--- src/rtl/spts_pkg.sv ---
`timescale 1ns / 1ps
// ----------------------------------------------------------------------------
// spts_pkg
// Shared types and constants for the serial port transfer sequencer.
// ----------------------------------------------------------------------------
package spts_pkg;

    localparam int NUM_PORTS = 16;
    localparam int LEN_BITS  = 9;

    localparam int IDX_W = (NUM_PORTS > 1) ? $clog2(NUM_PORTS) : 1;
    localparam int PTR_W = $clog2(NUM_PORTS + 1);

    localparam int S_DATA_W = 40;
    localparam int S_USER_W = 2;
    localparam int M_DATA_W = 24;

    typedef logic [LEN_BITS-1:0] len_t;
    typedef logic [PTR_W-1:0]    ptr_t;
    typedef logic [IDX_W-1:0]    idx_t;

    typedef enum logic [1:0] {
        OP_TICK = 2'd0,
        OP_CTRL = 2'd1,
        OP_PORT = 2'd2,
        OP_NOP  = 2'd3
    } opcode_t;

    typedef enum logic [2:0] {
        STALL_NONE       = 3'd0,
        STALL_PORT_LATCH = 3'd1,
        STALL_TX_READY   = 3'd2,
        STALL_FIFO_EMPTY = 3'd3,
        STALL_PAD_READY  = 3'd4,
        STALL_FIFO_FULL  = 3'd5,
        STALL_RX_EMPTY   = 3'd6
    } stall_t;

    typedef struct packed {
        logic [7:0] byte_in;
        logic       rx_avail;
        logic       fifo_has_space;
        logic       fifo_has_data;
        logic       tx_ready_two;
        logic       tx_ready_one;
        logic       direction;
        logic [1:0] pad_port;
        logic [8:0] buffer_size;
        logic [8:0] send_len;
        logic [3:0] port_index;
    } in_word_t;

    typedef struct packed {
        stall_t     stall_code;
        logic [4:0] current_port;
        logic       busy_res;
        logic       irq;
        logic [7:0] byte_out;
        logic       rx_write;
        logic       tx_write;
        logic [1:0] pad_value;
        logic       pad_write;
        logic       serial_reset;
    } out_word_t;

endpackage

--- src/rtl/serial_port_transfer_sequencer_unit.sv ---
`timescale 1ns / 1ps
// ----------------------------------------------------------------------------
// serial_port_transfer_sequencer_unit
// Sequences per-port byte transfers between a FIFO and a serial unit.
// ----------------------------------------------------------------------------
//
//  channel | signals                          | payload
//  --------+----------------------------------+------------------------------
//  input   | s_tvalid s_tready s_tdata s_tuser| opcode in tuser, fields in tdata
//  output  | m_tvalid m_tready m_tdata        | one result word per input word
//
//  one word per cycle; each word is decoded and applied to the sequencer state
//  in the accept cycle and its result lands in the output register the cycle after
//  s_tready drops only while the output register is full and m_tready is low
//  reset clears the sequencer state and all per-port tables to zero
//
module serial_port_transfer_sequencer_unit
(
    input  logic                          clk,
    input  logic                          rst_n,
    input  logic                          s_tvalid,
    output logic                          s_tready,
    // port_index, send_len, buffer_size, pad_port, direction, tx_ready_one,
    // tx_ready_two, fifo_has_data, fifo_has_space, rx_avail, byte_in, pad
    input  logic [spts_pkg::S_DATA_W-1:0] s_tdata,
    // opcode
    input  logic [spts_pkg::S_USER_W-1:0] s_tuser,
    output logic                          m_tvalid,
    input  logic                          m_tready,
    // serial_reset, pad_write, pad_value, tx_write, rx_write, byte_out, irq,
    // busy_res, current_port, stall_code
    output logic [spts_pkg::M_DATA_W-1:0] m_tdata
);

    localparam int N = spts_pkg::NUM_PORTS;

    spts_pkg::in_word_t  in_w;
    spts_pkg::opcode_t   op;
    spts_pkg::out_word_t res;
    logic                accept;

    logic            ctrl_pending_reg,  ctrl_pending_next;
    logic            pend_dir_reg,      pend_dir_next;
    logic            active_reg,        active_next;
    logic            active_dir_reg,    active_dir_next;
    spts_pkg::ptr_t  ptr_reg,           ptr_next;
    spts_pkg::len_t  count_reg,         count_next;
    spts_pkg::len_t  cmd_len_reg  [N];
    spts_pkg::len_t  cmd_len_next [N];
    spts_pkg::len_t  buf_size_reg [N];
    spts_pkg::len_t  buf_size_next[N];
    logic [1:0]      pad_reg      [N];
    logic [1:0]      pad_next     [N];
    logic [N-1:0]    latch_reg,   latch_next;
    logic [N-1:0]    started_reg, started_next;

    logic                m_tvalid_reg;
    spts_pkg::out_word_t m_tdata_reg;

    assign in_w     = spts_pkg::in_word_t'(s_tdata[$bits(spts_pkg::in_word_t)-1:0]);
    assign op       = spts_pkg::opcode_t'(s_tuser);
    assign s_tready = !m_tvalid_reg || m_tready;
    assign accept   = s_tvalid && s_tready;
    assign m_tvalid = m_tvalid_reg;
    assign m_tdata  = m_tdata_reg;

    always_comb
    begin
        spts_pkg::idx_t wi;
        spts_pkg::idx_t pi;
        spts_pkg::len_t len;
        logic           ok;
        logic           move;

        ctrl_pending_next = ctrl_pending_reg;
        pend_dir_next     = pend_dir_reg;
        active_next       = active_reg;
        active_dir_next   = active_dir_reg;
        ptr_next          = ptr_reg;
        count_next        = count_reg;
        cmd_len_next      = cmd_len_reg;
        buf_size_next     = buf_size_reg;
        pad_next          = pad_reg;
        latch_next        = latch_reg;
        started_next      = started_reg;
        res               = '0;
        res.stall_code    = spts_pkg::STALL_NONE;
        wi                = spts_pkg::IDX_W'(in_w.port_index);
        pi                = ptr_reg[spts_pkg::IDX_W-1:0];
        len               = '0;
        ok                = 1'b0;
        move              = 1'b0;

        if (accept)
        begin
            unique case (op)
                spts_pkg::OP_CTRL:
                begin
                    ctrl_pending_next = 1'b1;
                    pend_dir_next     = in_w.direction;
                end
                spts_pkg::OP_PORT:
                begin
                    if ({2'b00, in_w.port_index} < 6'(N))
                    begin
                        cmd_len_next[wi]  = spts_pkg::LEN_BITS'(in_w.send_len);
                        buf_size_next[wi] = spts_pkg::LEN_BITS'(in_w.buffer_size);
                        pad_next[wi]      = in_w.pad_port;
                        latch_next[wi]    = 1'b1;
                    end
                end
                spts_pkg::OP_TICK:
                begin
                    // a pending start takes effect before this tick's byte
                    if (ctrl_pending_reg && !active_reg)
                    begin
                        ptr_next          = '0;
                        count_next        = '0;
                        active_next       = 1'b1;
                        active_dir_next   = pend_dir_reg;
                        res.serial_reset  = pend_dir_reg;
                        pend_dir_next     = 1'b0;
                        ctrl_pending_next = 1'b0;
                    end
                    if (active_next)
                    begin
                        pi = ptr_next[spts_pkg::IDX_W-1:0];
                        if (ptr_next < spts_pkg::PTR_W'(N))
                        begin
                            ok = 1'b1;
                            if (!started_reg[pi])
                            begin
                                if (!latch_reg[pi])
                                begin
                                    res.stall_code = spts_pkg::STALL_PORT_LATCH;
                                    ok             = 1'b0;
                                end
                                else
                                begin
                                    started_next[pi] = 1'b1;
                                    latch_next[pi]   = 1'b0;
                                end
                            end
                            if (ok)
                            begin
                                len = active_dir_next ? cmd_len_reg[pi] : buf_size_reg[pi];
                                if (count_next != len)
                                begin
                                    if (active_dir_next)
                                    begin
                                        priority if (!in_w.tx_ready_one)
                                            res.stall_code = spts_pkg::STALL_TX_READY;
                                        else if (!in_w.fifo_has_data)
                                            res.stall_code = spts_pkg::STALL_FIFO_EMPTY;
                                        else if (count_next == '0 && !in_w.tx_ready_two)
                                            res.stall_code = spts_pkg::STALL_PAD_READY;
                                        else
                                            move = 1'b1;
                                        if (move)
                                        begin
                                            res.tx_write = 1'b1;
                                            // first byte of a port also selects the pad
                                            if (count_next == '0)
                                            begin
                                                res.pad_write = 1'b1;
                                                res.pad_value = pad_reg[pi];
                                            end
                                        end
                                    end
                                    else
                                    begin
                                        priority if (!in_w.fifo_has_space)
                                            res.stall_code = spts_pkg::STALL_FIFO_FULL;
                                        else if (!in_w.rx_avail)
                                            res.stall_code = spts_pkg::STALL_RX_EMPTY;
                                        else
                                            move = 1'b1;
                                        res.rx_write = move;
                                    end
                                    ok = move;
                                    if (move)
                                    begin
                                        res.byte_out = in_w.byte_in;
                                        count_next   = count_next + 1'b1;
                                    end
                                end
                                if (ok && count_next == len)
                                begin
                                    if (!active_dir_next)
                                        started_next[pi] = 1'b0;
                                    ptr_next   = ptr_next + 1'b1;
                                    count_next = '0;
                                end
                            end
                        end
                        if (ptr_next >= spts_pkg::PTR_W'(N))
                        begin
                            res.irq     = !active_dir_next;
                            active_next = 1'b0;
                        end
                    end
                end
                default:
                begin
                end
            endcase
        end

        res.busy_res     = active_next;
        res.current_port = 5'(ptr_next);
    end

    always_ff @(posedge clk or negedge rst_n)
    begin
        if (!rst_n)
        begin
            ctrl_pending_reg <= 1'b0;
            pend_dir_reg     <= 1'b0;
            active_reg       <= 1'b0;
            active_dir_reg   <= 1'b0;
            ptr_reg          <= '0;
            count_reg        <= '0;
            latch_reg        <= '0;
            started_reg      <= '0;
            m_tvalid_reg     <= 1'b0;
            for (int i = 0; i < N; i++)
            begin
                cmd_len_reg[i]  <= '0;
                buf_size_reg[i] <= '0;
                pad_reg[i]      <= '0;
            end
        end
        else
        begin
            ctrl_pending_reg <= ctrl_pending_next;
            pend_dir_reg     <= pend_dir_next;
            active_reg       <= active_next;
            active_dir_reg   <= active_dir_next;
            ptr_reg          <= ptr_next;
            count_reg        <= count_next;
            latch_reg        <= latch_next;
            started_reg      <= started_next;
            cmd_len_reg      <= cmd_len_next;
            buf_size_reg     <= buf_size_next;
            pad_reg          <= pad_next;
            if (accept)
                m_tvalid_reg <= 1'b1;
            else if (m_tready)
                m_tvalid_reg <= 1'b0;
        end
    end

    always_ff @(posedge clk)
    begin
        if (accept)
            m_tdata_reg <= res;
    end

endmodule

--- config.mk ---
export PLATFORM = sky130hd
export DESIGN_NAME = serial_port_transfer_sequencer_unit
export DESIGN_NICKNAME = d
export VERILOG_FILES = /design/src/rtl/spts_pkg.sv /design/src/rtl/serial_port_transfer_sequencer_unit.sv
export SDC_FILE = /design/constraint.sdc
export NUM_CORES = 1
export LEC_CHECK = 0
export BUFFER_PORTS_ARGS = -buffer_cell sky130_fd_sc_hd__buf_4
export CORE_MARGIN = 4
export CORE_UTILIZATION = 67
export CTS_BUF_LIST = sky130_fd_sc_hd__clkbuf_16
export DETAILED_ROUTE_END_ITERATION = 16
export PLACE_DENSITY = 0.85
export SLEW_MARGIN = 20
export SYNTH_ARGS = -nofsm -noshare
export SYNTH_HDL_FRONTEND = slang
export SYNTH_SLANG_ARGS = --single-unit
export TNS_END_PERCENT = 30
--- constraint.sdc ---
create_clock -name clk -period 8.2 [get_ports clk]
set_input_delay 0.41 -clock clk [delete_from_list [all_inputs] [get_ports clk]]
set_output_delay 0.41 -clock clk [all_outputs]
set_load 0.01 [all_outputs]
Word level (Yosys, flattened, before mapping)
Index checks and enable logic that the tools add are counted.

storage, ports and cells
  flip-flop bits (word level) = 395
  bits of input ports = 46
  output and inout port bits = 26
  word-level logic and storage cells = 252

cells by class
  $add $sub $neg = 2
  $lt $le $gt $ge = 9
  eq/ne operators = 9
  mux-type cells = 123
  bitwise logic cells = 12
  reductions and logical operators = 30

operators by type and width
  operator             number
  $bwmux 144           2
  $mux 16              13
  $mux 9               20
  $bmux 9 s4           2
  $mux 5               12
  $mux 1               50
  $demux 9 s4          1
  $and 16x16->16       2
  $bwmux 32            1
  $or 16x16->16        2
  $pmux 16 s2          1
  $mux 3               9
  $reduce_and 6->1     3
  $not 16->16          1
  $ge 5x5->1 const B   3
  $lt 4x5->1 const B   2
  $ne 2x2->1 const B   5
  $not 4->5            2
  $add 9x1->9 const B  1
  $eq 9x9->1           1
  $logic_not 9->1      1
  $ne 9x9->1           1
  $reduce_and 3->1     3
  $bmux 1 s4           2
  other kinds (23)     45

Longest topological paths before layout
Gate-level depths: netlist (run 1).

  depth in word-level cells = 45
  mapped depth = 21
  gate-level depth less buffers = 14

Worst setup path before layout (run 1)
Ideal clock, no wire load.

  path type = register to register
  start point = register active_reg
  end point = register m_tdata_reg (netlist bit m_tdata[19]), data pin
  setup time = 0.266 ns
  data arrival time = 3.676 ns
  required time = 7.934 ns
  path slack = 4.259 ns
  stages on the path, launching flop included = 21
  buffers on the path = 7
  clock period less this slack = 3.941 ns
  cell sequence = dfrtp_1 -> buf_6 -> nand2b_4 -> buf_6 -> buf_6 -> buf_6 -> buf_2 -> buf_2 -> nand2_1 -> ha_1 -> inv_1 -> nor3_1 -> o21ai_2 -> nand2b_1 -> or3_1 -> a22o_1 -> nor3_1 -> and2_2 -> buf_6 -> nand4_1 -> xor2_1

between the ends
  longest elaborated chain between the ends = 42
  elaborated cells between the ends (all ways) = 79
  those cells by class = add/sub: 2; order compare: 1; eq/ne: 2; mux: 68; bitwise: 1; reduce/logical: 5

ends and longest elaborated chain
  item                    RTL line                                    text
  start, declared         serial_port_transfer_sequencer_unit.sv:44   logic active_reg, active_next;
  start signal, assigned  serial_port_transfer_sequencer_unit.sv:237  active_reg <= active_next;
  $logic_not 1->1         serial_port_transfer_sequencer_unit.sv:115  if (ctrl_pending_reg && !active_reg)
  $logic_and 1x1->1       serial_port_transfer_sequencer_unit.sv:115
  $mux 9                  serial_port_transfer_sequencer_unit.sv:115
  $mux 9                  serial_port_transfer_sequencer_unit.sv:96   unique case (op)
  $mux 9                  serial_port_transfer_sequencer_unit.sv:94   if (accept)
  $logic_not 9->1         serial_port_transfer_sequencer_unit.sv:155  else if (count_next == '0 && !in_w.tx_ready_two)
  $logic_and 1x1->1       serial_port_transfer_sequencer_unit.sv:155
  $mux 1                  serial_port_transfer_sequencer_unit.sv:155
  [27 not listed]         -
  $mux 5                  serial_port_transfer_sequencer_unit.sv:128  if (ptr_next < spts_pkg::PTR_W'(N))
  $mux 5                  serial_port_transfer_sequencer_unit.sv:125  if (active_next)
  $mux 5                  serial_port_transfer_sequencer_unit.sv:96
  $mux 5                  serial_port_transfer_sequencer_unit.sv:94
  $mux 5 (*)              serial_port_transfer_sequencer_unit.sv:125
  $mux 5 (*)              serial_port_transfer_sequencer_unit.sv:96
  $mux 5 (*)              serial_port_transfer_sequencer_unit.sv:94
  via ptr_next[3]         serial_port_transfer_sequencer_unit.sv:46   spts_pkg::ptr_t ptr_reg, ptr_next;
  end signal, assigned    serial_port_transfer_sequencer_unit.sv:256  m_tdata_reg <= res;
  end, declared           serial_port_transfer_sequencer_unit.sv:58   spts_pkg::out_word_t m_tdata_reg;

The timed path passes the listed nets; every way through them passes the cells marked *. The select of a mux whose other input is x is not followed.
A chain may end at the register's enable or synchronous reset.

Worst setup path after layout (run 1)
  start point = register ptr_reg[0]
  end point = register m_tdata_reg (netlist bit m_tdata[14]), data pin

between the ends
  longest elaborated chain between the ends = 25
  elaborated cells between the ends (all ways) = 46
  those cells by class = add/sub: 1; order compare: 2; eq/ne: 2; mux: 38; bitwise: 1; reduce/logical: 2

ends and longest elaborated chain
  item                                       RTL line                                    text
  start, declared                            serial_port_transfer_sequencer_unit.sv:46
  start signal, assigned                     serial_port_transfer_sequencer_unit.sv:239  ptr_reg <= ptr_next;
  $mux 5 (*)                                 serial_port_transfer_sequencer_unit.sv:115
  $mux 5 (*)                                 serial_port_transfer_sequencer_unit.sv:96
  $mux 5 (*)                                 serial_port_transfer_sequencer_unit.sv:94
  $not 4->5 (implied by the code)            serial_port_transfer_sequencer_unit.sv:146  len = active_dir_next ? cmd_len_reg[pi] : buf_size_reg[pi];
  $bmux 9 s4                                 serial_port_transfer_sequencer_unit.sv:146
  $mux 9 (implied by the code) (2 in a row)  serial_port_transfer_sequencer_unit.sv:146
  $mux 9                                     serial_port_transfer_sequencer_unit.sv:146
  $ne 9x9->1                                 serial_port_transfer_sequencer_unit.sv:147  if (count_next != len)
  [8 not listed]                             -
  $mux 5                                     serial_port_transfer_sequencer_unit.sv:187  if (ok && count_next == len)
  $mux 5                                     serial_port_transfer_sequencer_unit.sv:144  if (ok)
  $mux 5 (*)                                 serial_port_transfer_sequencer_unit.sv:128
  $mux 5 (*)                                 serial_port_transfer_sequencer_unit.sv:125
  $mux 5 (*)                                 serial_port_transfer_sequencer_unit.sv:96
  $mux 5 (*)                                 serial_port_transfer_sequencer_unit.sv:94
  $ge 5x5->1 (*)                             serial_port_transfer_sequencer_unit.sv:196  if (ptr_next >= spts_pkg::PTR_W'(N))
  $reduce_and 3->1 (no source line) (*)      -

Every way passes the cells marked *; elsewhere a longest branch is shown, timed or not. The select of a mux whose other input is x is not followed.

==> flow_metrics.tcl, run 1 <==
set metrics [dict create \
    outcome "complete, but fails checks" \
    violations "hold timing" \
    critPathLaunchType "flop" \
    core-area_um2 28600 \
    power.leakage_nw 9.68 \
    yosys-top-cells-area "dfrtp_1 (48%), mux2_2 (20%), edfxtp_1 (3.7%)" \
    combinationalPowerShare 0.209 \
    die-area_um2 31700 \
    clock_path_buffers 3 \
    pwr-share-clk 0.351 \
    clk_pin_slew_worst_paths_ns 0.06 \
    synth_top_family_by_area "multiplexers" \
    setup_tns_ns 0 \
    wl_per_cell_um 24.9 \
    drt-total-wl_um 51900 \
    arrival_ns 6.12 \
    drtAntennaViolNets 0 \
    rows 62 \
    nets 1720 \
    switching_share 0.297 \
    drt_iter0_drc 1484 \
    slew_headroom 0.247 \
    synthCells 1652 \
    ctsHoldBuffers 0 \
    power_frac_seq 0.440 \
    grt_max_degree 130 \
    die_y_um 178 \
    cts_sinks 395 \
    grt_pass1_vias 14600 \
    yosysSeqAreaShare 0.516 \
    max_freq_mhz 171 \
    port_buffers 69 \
    irDropWorstVdd_mv 0.294 \
    internal_power_mw 3.66 \
    synth_edf_count 24 \
    post-route-min-period_ns 5.84 \
    total_power_mw 5.21 \
    synthMuxAreaShare 0.229 \
    die_x_um 178 \
    synth_xor_area_frac 0.00993 \
    ys_types 85 \
    syn_area_um2 19400 \
    power.net_switching_mw 1.55 \
    first_pass_iters 7 \
    crit_required_ns 8.47 \
    initial_core_util 0.678 \
    clk_latency_ns 0.55 \
    worstPathMaxFanout 53 \
    setup_slack_ns 2.36 \
    postCtsSetupRepairBufs 0 \
    slew_viol_final 0 \
    ys.flop_type "dfrtp_1" \
    yosysTopAreaCell "dfrtp_1" \
    track_usage 0.332 \
    min_path_type "in -> async" \
    yosys_warnings 0 \
    vias_per_cell 6.79 \
    cts_resized 0 \
    grt_antenna_before_repair 2 \
    crit_path_end_kind "flop" \
    syn-num-nets 1704 \
    drive_above_1_share 0.323 \
    crit_type "reg -> reg" \
    use_met3 0.0610 \
    num_vias 14100 \
    place_ws_ns 2.50 \
    grt_busiest_layer "met2" \
    synthSimpleGateAreaFrac 0.0909 \
    cap_violations 0 \
    final.period_utilization 0.713 \
    dp_cells 2008 \
    use_met2 0.535 \
    tightest_slew_ns 1.13 \
    dp.final_hpwl_um 31300 \
    cts_tree "built" \
    synth_top_area_frac 0.479 \
    synth_compound_area_frac 0.109 \
    whs_ns -0.0703 \
    rsz0062_at_grt "no" \
    final_common_cell "dfrtp_1" \
    stdcell_count 2084 \
    pin_count 72 \
    cts_max_level 2 \
    grtUsageMet1 0.433 \
    power-per-cell-area_nw_per_um2 244 \
    hold_violations 27 \
    worst_clock_skew_ns 0.0289 \
    numCtsBuffers 42 \
    synth_area_per_cell_um2 11.7 \
    synth-seq-cells 395 \
    synth_fa_ha_area_frac 0.00387 \
    fillerInstances 1840 \
    area_growth_pct 10.2 \
    gp_congestion 0.944 \
    root_buffer "clkbuf_16" \
    final_cell_mix "dfrtp_1 (369), mux2_2 (346), nor2_1 (108)" \
    setup_viol 0 \
    grt.overflow.total 0 \
    route.detailed.drc 0 \
    grt_pass1_wl_um 81600 \
    async_flop_share 0.939 \
]
## cell families after synthesis
kind of cell / after synthesis
AOI/OAI and AO/OA: 296
buffers and inverters: 169
muxes: 399
adders and majority gates: 6
DFF: 395
and+or+nand+nor: 368
xor gates and xnor gates: 19
## power groups by stage
stage	sequential [mW]	combinational [mW]	clock (mW)
floorplan	2.28	0.786	0
global route	2.31	1.17	1.93
CTS	2.29	1.08	1.84
detailed placement	2.32	1.06	0
global placement	2.30	1.04	0
finish	2.29	1.09	1.83
## routing by layer
metal | wire, µm | vias up | part of all wire
met5 | 5 | - | 0.000096
met4 | 3050 | 2 | 0.059
met3 | 4230 | 209 | 0.082
met2 | 24700 | 753 | 0.48
met1 | 19800 | 7119 | 0.38
li1 | - | 6060 | -
## synth_stat cells, drive strengths merged, types with 18 or more instances
master    n
a21oi    45
o22ai    21
edfxtp   24
a221oi   19
inv      38
mux2    348
o21ai    40
a22oi    18
o221ai   28
dfrtp   371
and2     21
nor2    117
a31oi    54
nor3     18
nand3    46
buf      78
clkbuf   53
nand2    99
mux2i    50
## path summary, 6_finish.rpt
check	startpoint	to	slack (ns)	cells past startpoint
max in group asynchronous	rst_n	buf_size_reg[4]	6.78	2
hold / removal	rst_n	buf_size_reg[64]	-0.07	1
setup reg to reg	ptr_reg[0]	m_tdata[14]	2.36	13
hold reg to reg	latch_reg[6]	latch_reg[6]	0.49	2
setup / recovery	ptr_reg[0]	m_tdata[14]	2.36	13
min in group clk	s_tvalid	m_tvalid	0.07	2
## layout make-up
class | instances | area, µm² | share of cell area
Inverter | 38 | 143 | 0.00667
Sequential cell | 395 | 10000 | 0.468
Antenna cell | 1 | 2.50 | 0.000117
Multi-Input combinational cell | 1088 | 8620 | 0.403
Clock inverter | 32 | 246 | 0.0115
Timing Repair Buffer | 103 | 806 | 0.0377
Tap cell | 384 | 480 | 0.0225
Clock buffer | 43 | 1080 | 0.0503
## critical path, stage by stage, from the launching register on
cell       delay, ns
dfrtp_4         0.87
inv_1           0.58
nor2_1          0.90
inv_1           0.60
a211o_1         0.43
a21oi_1         0.14
or4_4           0.18
nand3_1         0.11
a2111oi_4       0.44
nand4b_4        0.26
nor2b_4         0.22
mux2_4          0.30
o311ai_1        0.40
a21oi_1         0.12
## stage by stage
| step | instance area [µm²] | util | hold WS [ns] |
|---|---|---|---|
| global route | 21400 | 0.747 | 0.0227 |
| floorplan | 19400 | - | 0.114 |
| detailed placement | 20100 | 0.701 | 0.485 |
| CTS | 21400 | 0.747 | 0.0203 |
| global placement | 20100 | 0.701 | 0.468 |
| finish | 21400 | 0.747 | -0.0703 |
Note: power is estimated with default switching activity, not from simulation.
==> run 2: changes to the inputs <==
- CORE_UTILIZATION: 67 -> 56
- PLACE_DENSITY: 0.85 -> 0.76
- clock period: 8.2 -> 4.7 ns (I/O delays scaled with it)
==> run 2 against run 1 <==
Compared with the run above:
- the run now ends clean
- via count rose by 0.40%
- first-iteration DRC count decreased by 12%
- cell count grew 6.2%
- hold slack improved by 0.11 ns
- non-clock buffer count grew 63
- setup slack got worse by 2.0 ns
- sequential power is 74% higher
- register-to-register slack worse by 2.0 ns
- largest cell class unchanged
==> flow_metrics.tcl, run 2 (same netlist as run 1, synthesis figures left out) <==
set metrics [dict create \
    track_usage 0.277 \
    setup_viol 0 \
    gp_congestion 0.905 \
    power-per-cell-area_nw_per_um2 419 \
    min_path_type "in -> reg" \
    ctsHoldBuffers 14 \
    post-route-min-period_ns 4.39 \
    die-area_um2 37700 \
    rows 67 \
    final_common_cell "dfrtp_1" \
    worst_clock_skew_ns 0.0121 \
    drive_above_1_share 0.340 \
    power.net_switching_mw 2.73 \
    grt_max_degree 121 \
    crit_family "simple AND/OR/NAND/NOR gates" \
    cp.buffers_inverters 3 \
    internal_power_mw 6.55 \
    cts_resized 0 \
    total_power_mw 9.28 \
    pin_count 72 \
    route.detailed.drc 0 \
    crit_top_cell "buf_4" \
    rsz0062_at_grt "no" \
    die_y_um 194 \
    drt_iter0_drc 1302 \
    outcome "finished clean" \
    vias_per_cell 6.41 \
    drt-total-wl_um 53000 \
    numCtsBuffers 43 \
    power.leakage_nw 10.0 \
    postCtsSetupRepairBufs 0 \
    irDropWorstVdd_mv 0.302 \
    final_cell_mix "dfrtp_1 (369), mux2_2 (346), buf_4 (138)" \
    clk_latency_ns 0.54 \
    dp.final_hpwl_um 33800 \
    crit_required_ns 5.13 \
    grt_pass1_wl_um 83300 \
    clk_pin_slew_worst_paths_ns 0.06 \
    cts_sinks 395 \
    num_vias 14200 \
    grt.overflow.total 0 \
    combinationalPowerShare 0.223 \
    pwr-share-clk 0.347 \
    area_growth_pct 14.1 \
    crit_type "reg -> reg" \
    initial_core_util 0.573 \
    drtAntennaViolNets 0 \
    clock_path_buffers 3 \
    cpMaxStageDelayCell "dfrtp_1" \
    crit_path_end_kind "flop" \
    cts_tree "built" \
    first_pass_iters 5 \
    critPathLaunchType "flop" \
    max_freq_mhz 228 \
    final.period_utilization 0.934 \
    cap_violations 0 \
    grt_antenna_before_repair 1 \
    cts_max_level 2 \
    hold_violations 0 \
    setup_tns_ns 0 \
    dp_cells 2121 \
    switching_share 0.294 \
    die_x_um 194 \
    slew_viol_final 0 \
    port_buffers 69 \
    arrival_ns 4.82 \
    path_cells "nand2b_4 -> buf_4 -> nand2_1 -> ha_1 -> inv_1 -> nor3_1 -> o21ai_2 -> nand2b_1 -> nor2_1 -> o211ai_1 -> o21a_1 -> o41ai_4 -> and2_2 -> buf_4 -> o31ai_1 -> a22o_1" \
    root_buffer "clkbuf_16" \
    stdcell_count 2214 \
    grt_pass1_vias 14500 \
    nets 1784 \
    power_frac_seq 0.430 \
    tightest_slew_ns 0.979 \
    core-area_um2 33900 \
    cpPeakStageDelay_ns 0.53 \
    slew_headroom 0.347 \
    wl_per_cell_um 23.9 \
    worstPathMaxFanout 25 \
]
## run 2: cell count changes in the layout (fill, tap and decap cells not counted), sizes merged
| cell | change |
|---|---|
| dlygate4sd3 | +14 |
| clkbuf | +3 |
| bufinv | -1 |
| clkinvlp | -3 |
| clkinv | +4 |
| buf | +49 |
## run 2: power by group through the flow
stage	Sequential (mW)	Combinational, mW	Clock (mW)
finish	3.99	2.07	3.22
floorplan	3.98	1.37	0
CTS	3.98	2.05	3.25
detailed placement	4.04	2.02	0
global placement	4.01	1.98	0
global route	4.02	2.25	3.39
## run 2: final timing paths
check                             start           endpoint  slack, ns  cells past startpoint
hold / removal              s_tdata[16]  buf_size_reg[129]       0.04                      3
max in group asynchronous         rst_n         ptr_reg[1]       3.10                      3
setup / recovery             active_reg       count_reg[4]       0.31                     16
hold reg to reg            latch_reg[6]       latch_reg[6]       0.50                      2
setup reg to reg             active_reg       count_reg[4]       0.31                     16
min in group asynchronous         rst_n   buf_size_reg[61]       0.39                      2
## run 2: worst min-delay path, delay by kind of cell
| family | cells | cell delay, ns |
|---|---|---|
| and+or+nand+nor | 1 | 0.06 |
| AOI/OAI and AO/OA | 1 | 0.07 |
| buffers and inverters | 1 | 0.17 |
## run 2: metal layers
metal	track usage	up-vias	part of all wire	wire [µm]
li1	-	6182	-	-
met1	0.384	7285	0.41	22000
met2	0.450	598	0.48	25500
met3	0.0401	134	0.066	3520
met4	0.0984	0	0.038	2010
met5	0	-	0	0
## run 2: cell type report
type	count	area, µm²
diodes	1	2.50
clock buffers	46	1150
clock inverters	32	189
fillers	2530	11700
inverters	38	143
multi-input cells	1088	8620
flip-flops and latches	395	10000
well taps	448	561
repair buffers	166	1450
## run 2: metrics by stage
| step | util | hold WS, ns | setup WS (ns) | area (µm²) |
|---|---|---|---|---|
| 5_1_grt | 0.653 | 0.0628 | 0.0804 | 22100 |
| 3_3_place_gp | 0.610 | 0.409 | 0.524 | 20600 |
| 6_report | 0.653 | 0.0384 | 0.309 | 22100 |
| 2_1_floorplan | - | -0.0606 | 0.759 | 19400 |
| 3_5_place_dp | 0.610 | 0.397 | 0.463 | 20600 |
| 4_1_cts | 0.653 | 0.0259 | 0.452 | 22100 |
